`config.mk`:
```
export PLATFORM = sky130hd
export DESIGN_NAME = ascii_integer_field_scanner
export DESIGN_NICKNAME = d
export VERILOG_FILES = /design/src/design/aifs_pkg.sv /design/src/design/ascii_integer_field_scanner.sv /design/src/design/aifs_out_buf.sv /design/src/design/aifs_core.sv
export SDC_FILE = /design/constraint.sdc
export NUM_CORES = 1
export LEC_CHECK = 0
export BUFFER_PORTS_ARGS = -buffer_cell sky130_fd_sc_hd__buf_4
export CORE_UTILIZATION = 38
export DETAILED_ROUTE_END_ITERATION = 10
export PLACE_DENSITY = 0.56
export REMOVE_ABC_BUFFERS = 1
export SLEW_MARGIN = 0
export SYNTH_ARGS = -nofsm -noshare
export SYNTH_HDL_FRONTEND = slang
export SYNTH_HIERARCHICAL = 1
export SYNTH_SLANG_ARGS = --single-unit
```
`constraint.sdc`:
```
create_clock -name clk_i -period 15.31 [get_ports clk_i]
set_input_delay 0.7655 -clock clk_i [delete_from_list [all_inputs] [get_ports clk_i]]
set_output_delay 0.7655 -clock clk_i [all_outputs]
set_load 0.01 [all_outputs]
```
`src/design/aifs_pkg.sv`:
```
package aifs_pkg;

  // default depth of the digit store
  localparam int unsigned MaxDigitsDefault = 256;

  // configuration register indexes
  localparam logic [1:0] REG_BASE_MODE  = 2'd0;
  localparam logic [1:0] REG_MAX_WIDTH  = 2'd1;
  localparam logic [1:0] REG_OUT_SIZE   = 2'd2;
  localparam logic [1:0] REG_SIGNED_OUT = 2'd3;

  // result status codes
  localparam logic [1:0] ST_OK         = 2'd0;
  localparam logic [1:0] ST_MATCH_FAIL = 2'd1;
  localparam logic [1:0] ST_INPUT_FAIL = 2'd2;

  // one input beat
  typedef struct packed {
    logic       at_end;
    logic [7:0] in_byte;
  } item_t;

  // one result beat
  typedef struct packed {
    logic [15:0] bytes_used;
    logic        pushed_back;
    logic [1:0]  status;
    logic [63:0] value;
  } res_t;

endpackage

```
`src/design/ascii_integer_field_scanner.sv`:
```
// ASCII integer field scanner: one scanf-style integer conversion, fed a byte per beat.
// Input stream: tdata carries the text byte, tuser flags end of input (byte ignored).
// Output stream: one beat per finished field with the converted value, the status
// (ok, match failure, input failure), whether the last input byte was pushed back
// and must be sent again, and the bytes consumed by the field.
// Configuration: write base mode, max width, result size and signed extension
// through cfg_we_i / cfg_idx_i / cfg_data_i while the scanner is idle.
// Throughput: one input beat per cycle, but a byte that ends a field waits while the
// output queue is full; each digit byte takes one multiply-by-base accumulate, done by
// shifts and adds in the single processing stage. The beat that ends a field is taken
// into the input register, and its result is then registered into the output queue.
// Reset clears the field state, empties the queues and loads the register
// defaults (decimal, unlimited width, 32-bit result, sign-extended).
// When the receiver stalls, results wait in a two-entry output queue; bytes that
// do not end a field keep flowing, and a byte that ends a field waits only while
// that queue is full.
module ascii_integer_field_scanner #(
  parameter int unsigned MaxDigits = aifs_pkg::MaxDigitsDefault
) (
  input  logic        clk_i,
  input  logic        rst_ni,
  // configuration
  input  logic        cfg_we_i,
  input  logic [1:0]  cfg_idx_i,
  input  logic [7:0]  cfg_data_i,
  // input stream
  input  logic        s_axis_tvalid_i,
  output logic        s_axis_tready_o,
  input  logic [7:0]  s_axis_tdata_i,   // [7:0] in_byte
  input  logic [0:0]  s_axis_tuser_i,   // [0] at_end
  // result stream
  output logic        m_axis_tvalid_o,
  input  logic        m_axis_tready_i,
  output logic [79:0] m_axis_tdata_o,   // [63:0] value, [79:64] bytes_used
  output logic [2:0]  m_axis_tuser_o    // [1:0] status, [2] pushed_back
);

  import aifs_pkg::*;

  item_t      item;
  res_t       res;
  res_t       head;
  logic       res_push;
  logic       res_full;
  logic [$bits(res_t)-1:0] head_bits;

  assign item.in_byte = s_axis_tdata_i;
  assign item.at_end  = s_axis_tuser_i[0];

  // conversion stage
  aifs_core #(
    .MaxDigits(MaxDigits)
  ) u_core (
    .clk_i      (clk_i),
    .rst_ni     (rst_ni),
    .cfg_we_i   (cfg_we_i),
    .cfg_idx_i  (cfg_idx_i),
    .cfg_data_i (cfg_data_i),
    .in_valid_i (s_axis_tvalid_i),
    .in_ready_o (s_axis_tready_o),
    .in_item_i  (item),
    .res_push_o (res_push),
    .res_o      (res),
    .res_full_i (res_full)
  );

  // output queue
  aifs_out_buf #(
    .Width($bits(res_t))
  ) u_out_buf (
    .clk_i       (clk_i),
    .rst_ni      (rst_ni),
    .push_i      (res_push),
    .push_data_i (res),
    .full_o      (res_full),
    .valid_o     (m_axis_tvalid_o),
    .ready_i     (m_axis_tready_i),
    .data_o      (head_bits)
  );

  assign head = res_t'(head_bits);

  // pack result beat
  assign m_axis_tdata_o = {head.bytes_used, head.value};
  assign m_axis_tuser_o = {head.pushed_back, head.status};

endmodule

```
`src/design/aifs_out_buf.sv`:
```
module aifs_out_buf #(
  parameter int unsigned Width = 8
) (
  input  logic             clk_i,
  input  logic             rst_ni,
  input  logic             push_i,
  input  logic [Width-1:0] push_data_i,
  output logic             full_o,
  output logic             valid_o,
  input  logic             ready_i,
  output logic [Width-1:0] data_o
);

  logic [1:0]       cnt_q, cnt_d;
  logic [Width-1:0] slot0_q, slot0_d;
  logic [Width-1:0] slot1_q, slot1_d;
  logic             pop;

  assign pop     = valid_o && ready_i;
  assign full_o  = (cnt_q == 2'd2);
  assign valid_o = (cnt_q != 2'd0);
  assign data_o  = slot0_q;

  // two-entry queue, head always in slot0
  always_comb begin
    cnt_d   = cnt_q;
    slot0_d = slot0_q;
    slot1_d = slot1_q;
    if (push_i && !pop) begin
      if (cnt_q == 2'd0) begin
        slot0_d = push_data_i;
      end else begin
        slot1_d = push_data_i;
      end
      cnt_d = cnt_q + 2'd1;
    end else if (pop && !push_i) begin
      slot0_d = slot1_q;
      cnt_d   = cnt_q - 2'd1;
    end else if (pop && push_i) begin
      if (cnt_q == 2'd1) begin
        slot0_d = push_data_i;
      end else begin
        slot0_d = slot1_q;
        slot1_d = push_data_i;
      end
    end
  end

  always_ff @(posedge clk_i or negedge rst_ni) begin
    if (!rst_ni) begin
      cnt_q <= 2'd0;
    end else begin
      cnt_q <= cnt_d;
    end
  end

  // payload slots
  always_ff @(posedge clk_i) begin
    slot0_q <= slot0_d;
    slot1_q <= slot1_d;
  end

endmodule

```
`src/design/aifs_core.sv`:
```
module aifs_core #(
  parameter int unsigned MaxDigits = aifs_pkg::MaxDigitsDefault
) (
  input  logic                clk_i,
  input  logic                rst_ni,
  input  logic                cfg_we_i,
  input  logic [1:0]          cfg_idx_i,
  input  logic [7:0]          cfg_data_i,
  input  logic                in_valid_i,
  output logic                in_ready_o,
  input  aifs_pkg::item_t     in_item_i,
  output logic                res_push_o,
  output aifs_pkg::res_t      res_o,
  input  logic                res_full_i
);

  import aifs_pkg::*;

  localparam int unsigned CntW = $clog2(MaxDigits + 1);
  localparam logic [CntW-1:0] CntMax = CntW'(MaxDigits);

  typedef enum logic [3:0] {
    PH_SKIP   = 4'b0001,
    PH_SIGN   = 4'b0010,
    PH_PREFIX = 4'b0100,
    PH_DIGITS = 4'b1000
  } phase_e;

  localparam logic [7:0] CH_ZERO  = 8'h30;
  localparam logic [7:0] CH_PLUS  = 8'h2B;
  localparam logic [7:0] CH_MINUS = 8'h2D;
  localparam logic [7:0] CH_X_LO  = 8'h78;
  localparam logic [7:0] CH_X_UP  = 8'h58;
  localparam logic [7:0] CH_SPACE = 8'h20;
  localparam logic [5:0] NO_DIGIT = 6'd63;

  localparam logic [1:0] BASE_AUTO = 2'd0;
  localparam logic [1:0] BASE_OCT  = 2'd1;
  localparam logic [1:0] BASE_DEC  = 2'd2;
  localparam logic [1:0] BASE_HEX  = 2'd3;

  localparam logic [1:0] SIZE_8  = 2'd0;
  localparam logic [1:0] SIZE_16 = 2'd1;
  localparam logic [1:0] SIZE_32 = 2'd2;

  // digit value of a character, NO_DIGIT for anything else
  function automatic logic [5:0] digit_of(input logic [7:0] c);
    logic [5:0] d;
    d = NO_DIGIT;
    if (c inside {[8'h30:8'h39]}) begin
      d = 6'(c - 8'h30);
    end else if (c inside {[8'h61:8'h7A]}) begin
      d = 6'(c - 8'h61 + 8'd10);
    end else if (c inside {[8'h41:8'h5A]}) begin
      d = 6'(c - 8'h41 + 8'd10);
    end
    return d;
  endfunction

  function automatic logic [4:0] radix_of(input logic [1:0] b);
    logic [4:0] r;
    case (b)
      BASE_OCT: r = 5'd8;
      BASE_HEX: r = 5'd16;
      default:  r = 5'd10;
    endcase
    return r;
  endfunction

  // acc * base + digit, by shifts and adds
  function automatic logic [67:0] mul_add(input logic [63:0] acc, input logic [1:0] b,
                                          input logic [5:0] d);
    logic [67:0] a;
    logic [67:0] p;
    a = {4'b0, acc};
    case (b)
      BASE_OCT: p = a << 3;
      BASE_HEX: p = a << 4;
      default:  p = (a << 3) + (a << 1);
    endcase
    return p + {62'b0, d};
  endfunction

  // configuration registers
  logic [1:0] base_mode_q;
  logic [7:0] max_width_q;
  logic [1:0] out_size_q;
  logic       signed_out_q;

  always_ff @(posedge clk_i or negedge rst_ni) begin
    if (!rst_ni) begin
      base_mode_q  <= BASE_DEC;
      max_width_q  <= 8'd0;
      out_size_q   <= SIZE_32;
      signed_out_q <= 1'b1;
    end else if (cfg_we_i) begin
      case (cfg_idx_i)
        REG_BASE_MODE:  base_mode_q  <= cfg_data_i[1:0];
        REG_MAX_WIDTH:  max_width_q  <= cfg_data_i;
        REG_OUT_SIZE:   out_size_q   <= cfg_data_i[1:0];
        REG_SIGNED_OUT: signed_out_q <= cfg_data_i[0];
        default: ;
      endcase
    end
  end

  // input register
  logic       in_valid_q;
  item_t      in_q;
  logic       advance;

  assign in_ready_o = !in_valid_q || advance;

  always_ff @(posedge clk_i or negedge rst_ni) begin
    if (!rst_ni) begin
      in_valid_q <= 1'b0;
    end else if (in_ready_o) begin
      in_valid_q <= in_valid_i;
    end
  end

  always_ff @(posedge clk_i) begin
    if (in_ready_o && in_valid_i) begin
      in_q <= in_item_i;
    end
  end

  // field state
  phase_e          phase_q, phase_d;
  logic [63:0]     acc_q, acc_d;
  logic            ovf_q, ovf_d;
  logic            neg_q, neg_d;
  logic            seen_q, seen_d;
  logic            wlim_q, wlim_d;
  logic [7:0]      wleft_q, wleft_d;
  logic [1:0]      abase_q, abase_d;
  logic [CntW-1:0] scnt_q, scnt_d;
  logic [15:0]     bcnt_q, bcnt_d;

  logic        fin;
  logic [1:0]  st;
  logic        pb;
  logic        take;
  logic        first;
  logic        dbyte;
  logic [7:0]  c;
  logic        e;
  logic [5:0]  dig;
  logic [67:0] prod;

  assign c   = in_q.in_byte;
  assign e   = in_q.at_end;
  assign dig = digit_of(c);

  // one byte of the conversion
  always_comb begin
    phase_d = phase_q;
    acc_d   = acc_q;
    ovf_d   = ovf_q;
    neg_d   = neg_q;
    seen_d  = seen_q;
    wlim_d  = wlim_q;
    wleft_d = wleft_q;
    abase_d = abase_q;
    scnt_d  = scnt_q;
    fin     = 1'b0;
    st      = ST_OK;
    pb      = 1'b0;
    take    = 1'b0;
    first   = 1'b0;
    dbyte   = 1'b0;
    prod    = '0;

    case (phase_q)
      PH_SIGN: begin
        if (e) begin
          fin = 1'b1;
          st  = ST_MATCH_FAIL;
        end else begin
          first = 1'b1;
        end
      end
      PH_PREFIX: begin
        if (!e && (c == CH_X_LO || c == CH_X_UP)) begin
          take    = 1'b1;
          abase_d = BASE_HEX;
          if (scnt_d < CntMax) scnt_d = scnt_d + CntW'(1);
          if (scnt_d < CntMax) scnt_d = scnt_d + CntW'(1);
          wleft_d = (wleft_d > 8'd2) ? wleft_d - 8'd2 : 8'd0;
          phase_d = PH_DIGITS;
        end else begin
          // the leading zero counts as a digit of value zero
          if (abase_d == BASE_AUTO) abase_d = BASE_OCT;
          seen_d = 1'b1;
          if (scnt_d < CntMax) scnt_d = scnt_d + CntW'(1);
          wleft_d = (wleft_d > 8'd0) ? wleft_d - 8'd1 : 8'd0;
          if (e) begin
            fin = 1'b1;
            st  = ST_OK;
          end else begin
            phase_d = PH_DIGITS;
            dbyte   = 1'b1;
          end
        end
      end
      PH_DIGITS: begin
        if (e) begin
          fin = 1'b1;
          st  = seen_q ? ST_OK : ST_MATCH_FAIL;
        end else begin
          dbyte = 1'b1;
        end
      end
      default: begin
        if (e) begin
          fin = 1'b1;
          st  = ST_INPUT_FAIL;
        end else if (c == CH_SPACE || (c inside {[8'h09:8'h0D]})) begin
          take = 1'b1;
        end else begin
          abase_d = base_mode_q;
          wleft_d = max_width_q;
          wlim_d  = (max_width_q != 8'd0);
          if (c == CH_MINUS || c == CH_PLUS) begin
            take    = 1'b1;
            neg_d   = (c == CH_MINUS);
            scnt_d  = (c == CH_MINUS) ? CntW'(1) : '0;
            wleft_d = (wleft_d > 8'd0) ? wleft_d - 8'd1 : 8'd0;
            phase_d = PH_SIGN;
          end else begin
            first = 1'b1;
          end
        end
      end
    endcase

    // first byte after whitespace and sign
    if (first) begin
      if (c == CH_ZERO && (!wlim_d || wleft_d != 8'd0) &&
          (abase_d == BASE_AUTO || abase_d == BASE_HEX)) begin
        take    = 1'b1;
        seen_d  = 1'b1;
        phase_d = PH_PREFIX;
      end else begin
        if (abase_d == BASE_AUTO) abase_d = (c == CH_ZERO) ? BASE_OCT : BASE_DEC;
        phase_d = PH_DIGITS;
        dbyte   = 1'b1;
      end
    end

    // digit or stopping byte
    if (dbyte) begin
      if (wlim_d && wleft_d == 8'd0) begin
        fin = 1'b1;
        st  = seen_d ? ST_OK : ST_MATCH_FAIL;
        pb  = 1'b1;
      end else if (dig < {1'b0, radix_of(abase_d)}) begin
        take   = 1'b1;
        seen_d = 1'b1;
        if (scnt_d < CntMax) begin
          scnt_d = scnt_d + CntW'(1);
          if (!ovf_q) begin
            prod = mul_add(acc_q, abase_d, dig);
            if (prod[67:64] != 4'd0) begin
              ovf_d = 1'b1;
            end else begin
              acc_d = prod[63:0];
            end
          end
        end
        wleft_d = (wleft_d > 8'd0) ? wleft_d - 8'd1 : 8'd0;
      end else begin
        fin = 1'b1;
        st  = seen_d ? ST_OK : ST_MATCH_FAIL;
        pb  = 1'b1;
      end
    end

    bcnt_d = (take && bcnt_q != 16'hFFFF) ? bcnt_q + 16'd1 : bcnt_q;

    // field done: start over
    if (fin) begin
      phase_d = PH_SKIP;
      acc_d   = '0;
      ovf_d   = 1'b0;
      neg_d   = 1'b0;
      seen_d  = 1'b0;
      wlim_d  = 1'b0;
      wleft_d = '0;
      abase_d = BASE_AUTO;
      scnt_d  = '0;
      bcnt_d  = '0;
    end
  end

  assign advance    = in_valid_q && (!fin || !res_full_i);
  assign res_push_o = advance && fin;

  // result value from the state before this byte
  logic [63:0] mag;
  logic [63:0] ext;

  assign mag = ovf_q ? {64{1'b1}} : (neg_q ? 64'd0 - acc_q : acc_q);

  always_comb begin
    case (out_size_q)
      SIZE_8:  ext = {{56{signed_out_q & mag[7]}}, mag[7:0]};
      SIZE_16: ext = {{48{signed_out_q & mag[15]}}, mag[15:0]};
      SIZE_32: ext = {{32{signed_out_q & mag[31]}}, mag[31:0]};
      default: ext = mag;
    endcase
  end

  assign res_o.value       = (st == ST_OK) ? ext : 64'd0;
  assign res_o.status      = st;
  assign res_o.pushed_back = pb;
  assign res_o.bytes_used  = bcnt_q;

  always_ff @(posedge clk_i or negedge rst_ni) begin
    if (!rst_ni) begin
      phase_q <= PH_SKIP;
      acc_q   <= '0;
      ovf_q   <= 1'b0;
      neg_q   <= 1'b0;
      seen_q  <= 1'b0;
      wlim_q  <= 1'b0;
      wleft_q <= '0;
      abase_q <= BASE_AUTO;
      scnt_q  <= '0;
      bcnt_q  <= '0;
    end else if (advance) begin
      phase_q <= phase_d;
      acc_q   <= acc_d;
      ovf_q   <= ovf_d;
      neg_q   <= neg_d;
      seen_q  <= seen_d;
      wlim_q  <= wlim_d;
      wleft_q <= wleft_d;
      abase_q <= abase_d;
      scnt_q  <= scnt_d;
      bcnt_q  <= bcnt_d;
    end
  end

endmodule

```
==> results of run 1 <==
-- metal layers --
metal  vias to the layer above  part of all wire [%]  track usage [%]
li1                      10380                     -                -
met1                     10310                    50            34.68
met2                       722                    42            32.45
met3                        78                   6.5            3.104
met4                         0                   1.9            5.353
met5                         -                     0                0
-- stage by stage --
step,hold slack [ns],instances,total power [mW],utilization (%)
floorplan,0.4447,2671,2.740,-
global placement,0.4667,3639,3.455,40.72
detailed placement,0.4660,3639,3.474,40.72
CTS,0.3328,3705,4.358,42.63
global route,0.3412,3705,4.642,42.63
finish,0.2957,3705,4.341,42.63
-- layout by cell type (no fill, tap or decap), types with 9 or more instances in the layout --
| master | n |
|---|---|
| inv_1 | 69 |
| a211oi_1 | 13 |
| nor2b_1 | 99 |
| a21o_1 | 39 |
| o221ai_1 | 17 |
| o21bai_1 | 11 |
| nor3_1 | 49 |
| or3_1 | 27 |
| xnor2_1 | 117 |
| nand2b_1 | 19 |
| or4_1 | 21 |
| a31oi_1 | 25 |
| o41ai_1 | 11 |
| nor2_1 | 168 |
| o211ai_1 | 96 |
| buf_4 | 131 |
| clkbuf_1 | 15 |
| dfrtp_1 | 118 |
| o31ai_1 | 34 |
| o21a_1 | 11 |
| nand4_1 | 33 |
| mux2i_1 | 76 |
| and4_1 | 11 |
| nand3_1 | 57 |
| o21ai_1 | 9 |
| a21oi_1 | 194 |
| o21ai_0 | 233 |
| mux2_2 | 19 |
| xor2_1 | 97 |
| clkbuf_16 | 36 |
| and3_1 | 27 |
| edfxtp_1 | 175 |
| and2_1 | 9 |
| or2_2 | 21 |
| o22ai_1 | 25 |
| o22a_1 | 10 |
| nor4_1 | 20 |
| ha_1 | 91 |
| nand2_1 | 457 |
-- final cells by class --
class | count | area, sq um
Multi-Input combinational cell | 2300 | 14670
Clock buffer | 57 | 1040
Fill cell | 6198 | 35660
Timing Repair Buffer | 131 | 983.4
Inverter | 73 | 274.0
Clock inverter | 9 | 150.1
Sequential cell | 298 | 8339
Tap cell | 837 | 1047
-- sequential cells by signal (all words and copies together) (netlist names) --
register	count
u_core/signed_out_q	1
u_core/seen_q	1
u_core/in_valid_q	1
u_core/abase_q	2
u_core/base_mode_q	2
u_core/scnt_q	9
u_core/neg_q	1
u_core/wlim_q	1
u_core/acc_q	64
u_core/max_width_q	8
u_core/out_size_q	2
u_core/e	1
u_out_buf/cnt_q	2
u_core/phase_q	4
u_out_buf/slot1_q	83
u_out_buf/data_o	83
u_core/ovf_q	1
u_core/bcnt_q	16
u_core/wleft_q	8
u_core/c	8
-- worst min path at each step --
stage	from	to	slack [ns]	cells past startpoint
2_1_floorplan	u_core/seen_q$_DFFE_PN0P_	u_core/seen_q$_DFFE_PN0P_	0.44	2
3_3_place_gp	u_core/wlim_q$_DFFE_PN0P_	u_core/wlim_q$_DFFE_PN0P_	0.47	2
3_5_place_dp	u_core/seen_q$_DFFE_PN0P_	u_core/seen_q$_DFFE_PN0P_	0.47	2
4_1_cts	rst_ni	u_core/scnt_q[2]$_DFFE_PN0P_	0.33	1
5_1_grt	s_axis_tdata_i[4]	u_core/c[4]$_DFFE_PP_	0.34	1
6_report	rst_ni	u_core/scnt_q[1]$_DFFE_PN0P_	0.30	1
-- kinds of logic after synthesis --
group                    after synthesis
AND/OR/NAND/NOR                     1072
AO/OA/AOI/OAI                        822
flip-flops                           298
buffers and inverters                263
XOR/XNOR                             214
multiplexers                          98
adder cells (fa/ha/maj)               94
-- power groups by stage --
stage | registers (mW) | logic [mW] | clock network, mW
2_1_floorplan | 1.40 | 1.34 | 0
3_3_place_gp | 1.35 | 2.11 | 0
3_5_place_dp | 1.35 | 2.12 | 0
4_1_cts | 1.34 | 2.13 | 0.889
5_1_grt | 1.37 | 2.35 | 0.918
6_report | 1.34 | 2.14 | 0.864
==> results.json, run 1 <==
{
  "cts_hold_buffers": 0,
  "ant_nets": 0,
  "top_level_ports": 109,
  "core-area_sq_mm": 0.06217,
  "synth_cells": 2861,
  "drive_above_1_share_pct": 9.798,
  "setup_viol": 0,
  "numCtsBuffers": 36,
  "timing.final.crit_share_pct": 61.40,
  "wl_microns": 72840,
  "async_flop_share_pct": 41.28,
  "sw_frac_of_total_pct": 43.73,
  "status": "complete, no violations",
  "cp_slowest_cell": "nor3b_4",
  "synth_area_sq_mm": 0.02408,
  "rsz0062_at_grt": "no",
  "crit_path_max_incr_delay_ns": 0.88,
  "synth.top_cell.area_share_pct": 21.83,
  "maxCapViolations": 0,
  "synth-compound-area-share_pct": 21.95,
  "clockRootBuffer": "clkbuf_16",
  "grt_pass1_wl_microns": 115500,
  "path_max_fanout": 64,
  "synth_most_common_cell": "nand2_1",
  "synth_mux_area_share_pct": 4.199,
  "antennaDiodeCount": 0,
  "hold_path_class": "in2async",
  "power_frac_seq_pct": 30.8,
  "rows": 91,
  "ys_ff_latch": 298,
  "max-vdd-ir-drop_mv": 0.09768,
  "path_delay_family": "buffers and inverters",
  "synth-xor-area-share_pct": 7.785,
  "worst_pin_slew_ns": 1.171,
  "relSlewSlack_pct": 21.74,
  "r2r_end": "u_out_buf/data_o[42]$_DFFE_PP_",
  "fmaxAchievable_ghz": 0.1064,
  "crit_cells": 28,
  "drc": 0,
  "arrival_ns": 9.74,
  "leakagePower_nw": 10.48,
  "place_congestion": 0.9700,
  "grt_pass1_vias": 19920,
  "p_switching_mw": 1.899,
  "yosysTopAreaCell": "edfxtp_1",
  "viasPerCell": 5.800,
  "fin_area_sq_mm": 0.02650,
  "num_vias": 21490,
  "postCtsSetupRepairBufs": 0,
  "port_buffers": 108,
  "p_clk_share_pct": 19.9,
  "synth_top_family_by_area": "compound AO/OA/AOI/OAI gates",
  "clk_path_buf_depth": 3,
  "crit_path_start_kind": "flop",
  "hold_viol_final": 0,
  "gr-total-overflow": 0,
  "wl_per_cell_microns": 19.66,
  "cts_tree": "yes",
  "ys_types": 111,
  "crit_start": "u_core/c[4]$_DFFE_PP_",
  "cp_common_cell": "buf_4",
  "grt.total_usage_pct": 22.44,
  "synth_fa_ha_area_share_pct": 4.947,
  "drtPass1Iterations": 5,
  "p_comb_share_pct": 49.3,
  "r2r_slack_ns": 5.91,
  "fin_worst_skew_ns": 0.03692,
  "cts_htree_levels": 2,
  "p_int_mw": 2.443,
  "path_clk_slew_ns": 0.06,
  "fin_crit_ns": 9.401,
  "r2r_start": "u_core/c[4]$_DFFE_PP_",
  "synth-main-ff-cell": "edfxtp_1",
  "drt-initial-drc-count": 1791,
  "hpwl_microns": 53560,
  "antenna_found_initial": 1,
  "pwr_density_cell_mw_per_mm2": 163.8,
  "crit_path_end_kind": "flop",
  "totalNegativeSetupSlack_ns": 0,
  "worstPathRequired_ns": 15.65,
  "fp.dieH_microns": 253.7,
  "dpl_cell_area_sq_mm": 0.02531,
  "area_growth_pct": 10.08,
  "path_buf_inv": 9,
  "crit_end": "u_out_buf/data_o[42]$_DFFE_PP_",
  "dpl_worst_slack_ns": 6.115,
  "synth_area_per_cell_sq_um": 8.416,
  "grt_max_degree": 86,
  "ys_top_cells_by_count": "nand2_1 (459), o21ai_0 (233), a21oi_1 (196)",
  "start_util_pct": 38.73,
  "yosys.area_share.simple_pct": 21.70,
  "reg2reg_depth": 28,
  "die_area_sq_mm": 0.06437,
  "post_cts_resized": 0,
  "ys_seq_area_share_pct": 34.63,
  "path_class": "reg2reg",
  "fin_ws_ns": 5.909,
  "clock-sinks": 298,
  "ys_top_cells_by_area": "edfxtp_1 (22%), dfrtp_1 (12%), nand2_1 (7.2%)",
  "drv_slew": 0,
  "synth.yosys.warnings": 6,
  "die_x_microns": 253.7,
  "clk_latency_ns": 0.58,
  "synth_edf_count": 175,
  "fin_nets": 2958
}
No activity file was read; power rests on OpenSTA's default activity.
==> run 2: changes to the inputs <==
==> constraint.sdc (replaced) <==
create_clock -name clk_i -period 8.7 [get_ports clk_i]
set_input_delay 0.435 -clock clk_i [delete_from_list [all_inputs] [get_ports clk_i]]
set_output_delay 0.435 -clock clk_i [all_outputs]
set_load 0.01 [all_outputs]
==> run 2 against run 1 <==
Design area rose by 0.56%; die area did not move; first-iteration DRC count rose by 13%; power rose by 77%; routed wire length rose by 2.2%; sequential share of layout area fell by 0.18 points; final cell count rose by 0.54%; worst setup slack got worse by 5.5 ns; largest power group unchanged; clock skew fell by 0.0049 ns; sequential power rose by 77%.
==> results.json, run 2 (synthesized netlist as in run 1, its figures left out) <==
{
  "status": "complete, no violations",
  "dpl.cell_count": 3659,
  "die_area_sq_mm": 0.06437,
  "grt_pass1_vias": 20170,
  "crit_start": "u_core/c[4]$_DFFE_PP_",
  "area_growth_pct": 10.70,
  "port_buffers": 108,
  "maxCapViolations": 0,
  "min_path_cells": 1,
  "relSlewSlack_pct": 22.82,
  "leakagePower_nw": 10.57,
  "pwr_density_cell_mw_per_mm2": 288.7,
  "drv_slew": 0,
  "fmaxAchievable_ghz": 0.1213,
  "r2r_slack_ns": 0.46,
  "power_mw": 7.696,
  "path_max_fanout": 32,
  "min_to": "u_core/c[2]$_DFFE_PP_",
  "hold_start": "s_axis_tdata_i[2]",
  "grt.total_usage_pct": 22.84,
  "cts_htree_levels": 2,
  "worstPathRequired_ns": 9.14,
  "rows": 91,
  "clock-sinks": 298,
  "place_congestion": 0.9682,
  "postCtsSetupRepairBufs": 0,
  "rsz0062_at_grt": "no",
  "top_level_ports": 109,
  "antennaDiodeCount": 0,
  "grt_max_degree": 85,
  "worst_pin_slew_ns": 1.158,
  "arrival_ns": 8.69,
  "mostFrequentLayoutCells": "nand2_1 (457), o21ai_0 (233), a21oi_1 (194)",
  "fin_area_sq_mm": 0.02665,
  "viasPerCell": 5.776,
  "drt-initial-drc-count": 2021,
  "fin_nets": 2979,
  "r2r_end": "u_core/acc_q[45]$_DFFE_PN0P_",
  "wl_per_cell_microns": 19.98,
  "setup_viol": 0,
  "whs_ns": 0.05670,
  "clk_path_buf_depth": 3,
  "r2r_start": "u_core/c[4]$_DFFE_PP_",
  "hold_viol_final": 0,
  "clockRootBuffer": "clkbuf_16",
  "drc": 0,
  "crit_path_end_kind": "flop",
  "fin_crit_ns": 8.245,
  "worstPathCellList": "inv_1 -> ha_1 -> or3b_1 -> or3_1 -> o211ai_1 -> mux2i_2 -> inv_1 -> ha_1 -> and4_1 -> a21oi_1 -> mux2i_1 -> or4_4 -> o21ai_4 -> buf_4 -> o22ai_1 -> a21oi_1 -> nand4_1 -> or3_1 -> or4_1 -> or4_1 -> a31o_1 -> nand4bb_4 -> buf_6 -> mux2i_1",
  "cp_slowest_cell": "or4_1",
  "start_util_pct": 38.73,
  "antenna_found_initial": 0,
  "crit_path_start_kind": "flop",
  "numCtsBuffers": 36,
  "hpwl_microns": 55300,
  "path_class": "reg2reg",
  "drtPass1Iterations": 5,
  "die_x_microns": 253.7,
  "clk_latency_ns": 0.55,
  "dpl_cell_area_sq_mm": 0.02550,
  "final_common_cell": "nand2_1",
  "fin_worst_skew_ns": 0.03203,
  "fp.dieH_microns": 253.7,
  "num_vias": 21520,
  "crit_path_max_incr_delay_ns": 0.69,
  "core-area_sq_mm": 0.06217,
  "cts_tree": "yes",
  "ant_nets": 0,
  "wl_microns": 74440,
  "hold_path_class": "in2reg",
  "gr-total-overflow": 0,
  "timing.final.crit_share_pct": 94.77,
  "grt_pass1_wl_microns": 116900,
  "drive_above_1_share_pct": 10.32,
  "max-vdd-ir-drop_mv": 0.2840,
  "reg2reg_depth": 24,
  "path_clk_slew_ns": 0.06,
  "final_cell_count_no_fill": 3725
}
## run 2: critical path: cells and delay by family (launching register included)
kind                     cells  cell delay, ns
buffers and inverters        4            1.03
flip-flops                   1            0.45
adder cells (fa/ha/maj)      2            0.41
AO/OA/AOI/OAI                6            1.73
AND/OR/NAND/NOR              9            3.61
multiplexers                 3            0.87
## run 2: stage by stage
stage	worst slack [ns]	util, %	setup TNS (ns)
3_3_place_gp	0.5145	41.02	0
2_1_floorplan	-5.835	-	-867.73
3_5_place_dp	0.2678	41.02	0
5_1_grt	0.04687	42.87	0
4_1_cts	0.2029	42.85	0
6_report	0.4554	42.87	0
## run 2: cell type report
type	instances	area [sq um]
Multi-Input combinational cell	2300	14670
Timing Repair Buffer	152	1189
Inverter	73	274.0
Clock buffer	43	937.1
Tap cell	837	1047
Clock inverter	22	192.7
Sequential cell	298	8339
Fill cell	6165	35510
## run 2: worst max path at each step
stage | cells past startpoint | endpoint | slack, ns
CTS | 24 | u_core/acc_q[61]$_DFFE_PN0P_ | 0.20
global placement | 24 | u_core/acc_q[61]$_DFFE_PN0P_ | 0.51
detailed placement | 24 | u_core/acc_q[45]$_DFFE_PN0P_ | 0.27
floorplan | 23 | u_out_buf/slot1_q[0]$_DFFE_PP_ | -5.84
global route | 24 | u_core/acc_q[52]$_DFFE_PN0P_ | 0.05
finish | 24 | u_core/acc_q[45]$_DFFE_PN0P_ | 0.46
## run 2: metal layers
layer | routed length, microns | part of all wire, % | GRT usage (%) | vias to the layer above
met3 | 3917 | 5.3 | 2.387 | 67
met2 | 32280 | 43 | 34.31 | 615
met1 | 36930 | 50 | 34.94 | 10390
met5 | 0 | 0 | 0 | -
met4 | 1314 | 1.8 | 4.854 | 0
li1 | - | - | - | 10450
## run 2: what timing repair did
action                                  4_1_cts  5_1_grt
endpoints found under the setup margin        0       62
hold buffers                                  1        0
resized for setup                             0        3
hold endpoints to repair                     31        0
## run 2: power by group
group	switching [mW]	internal, mW
Clock	0.608	0.859
Combinational	2.50	1.36
Sequential	0.277	2.09
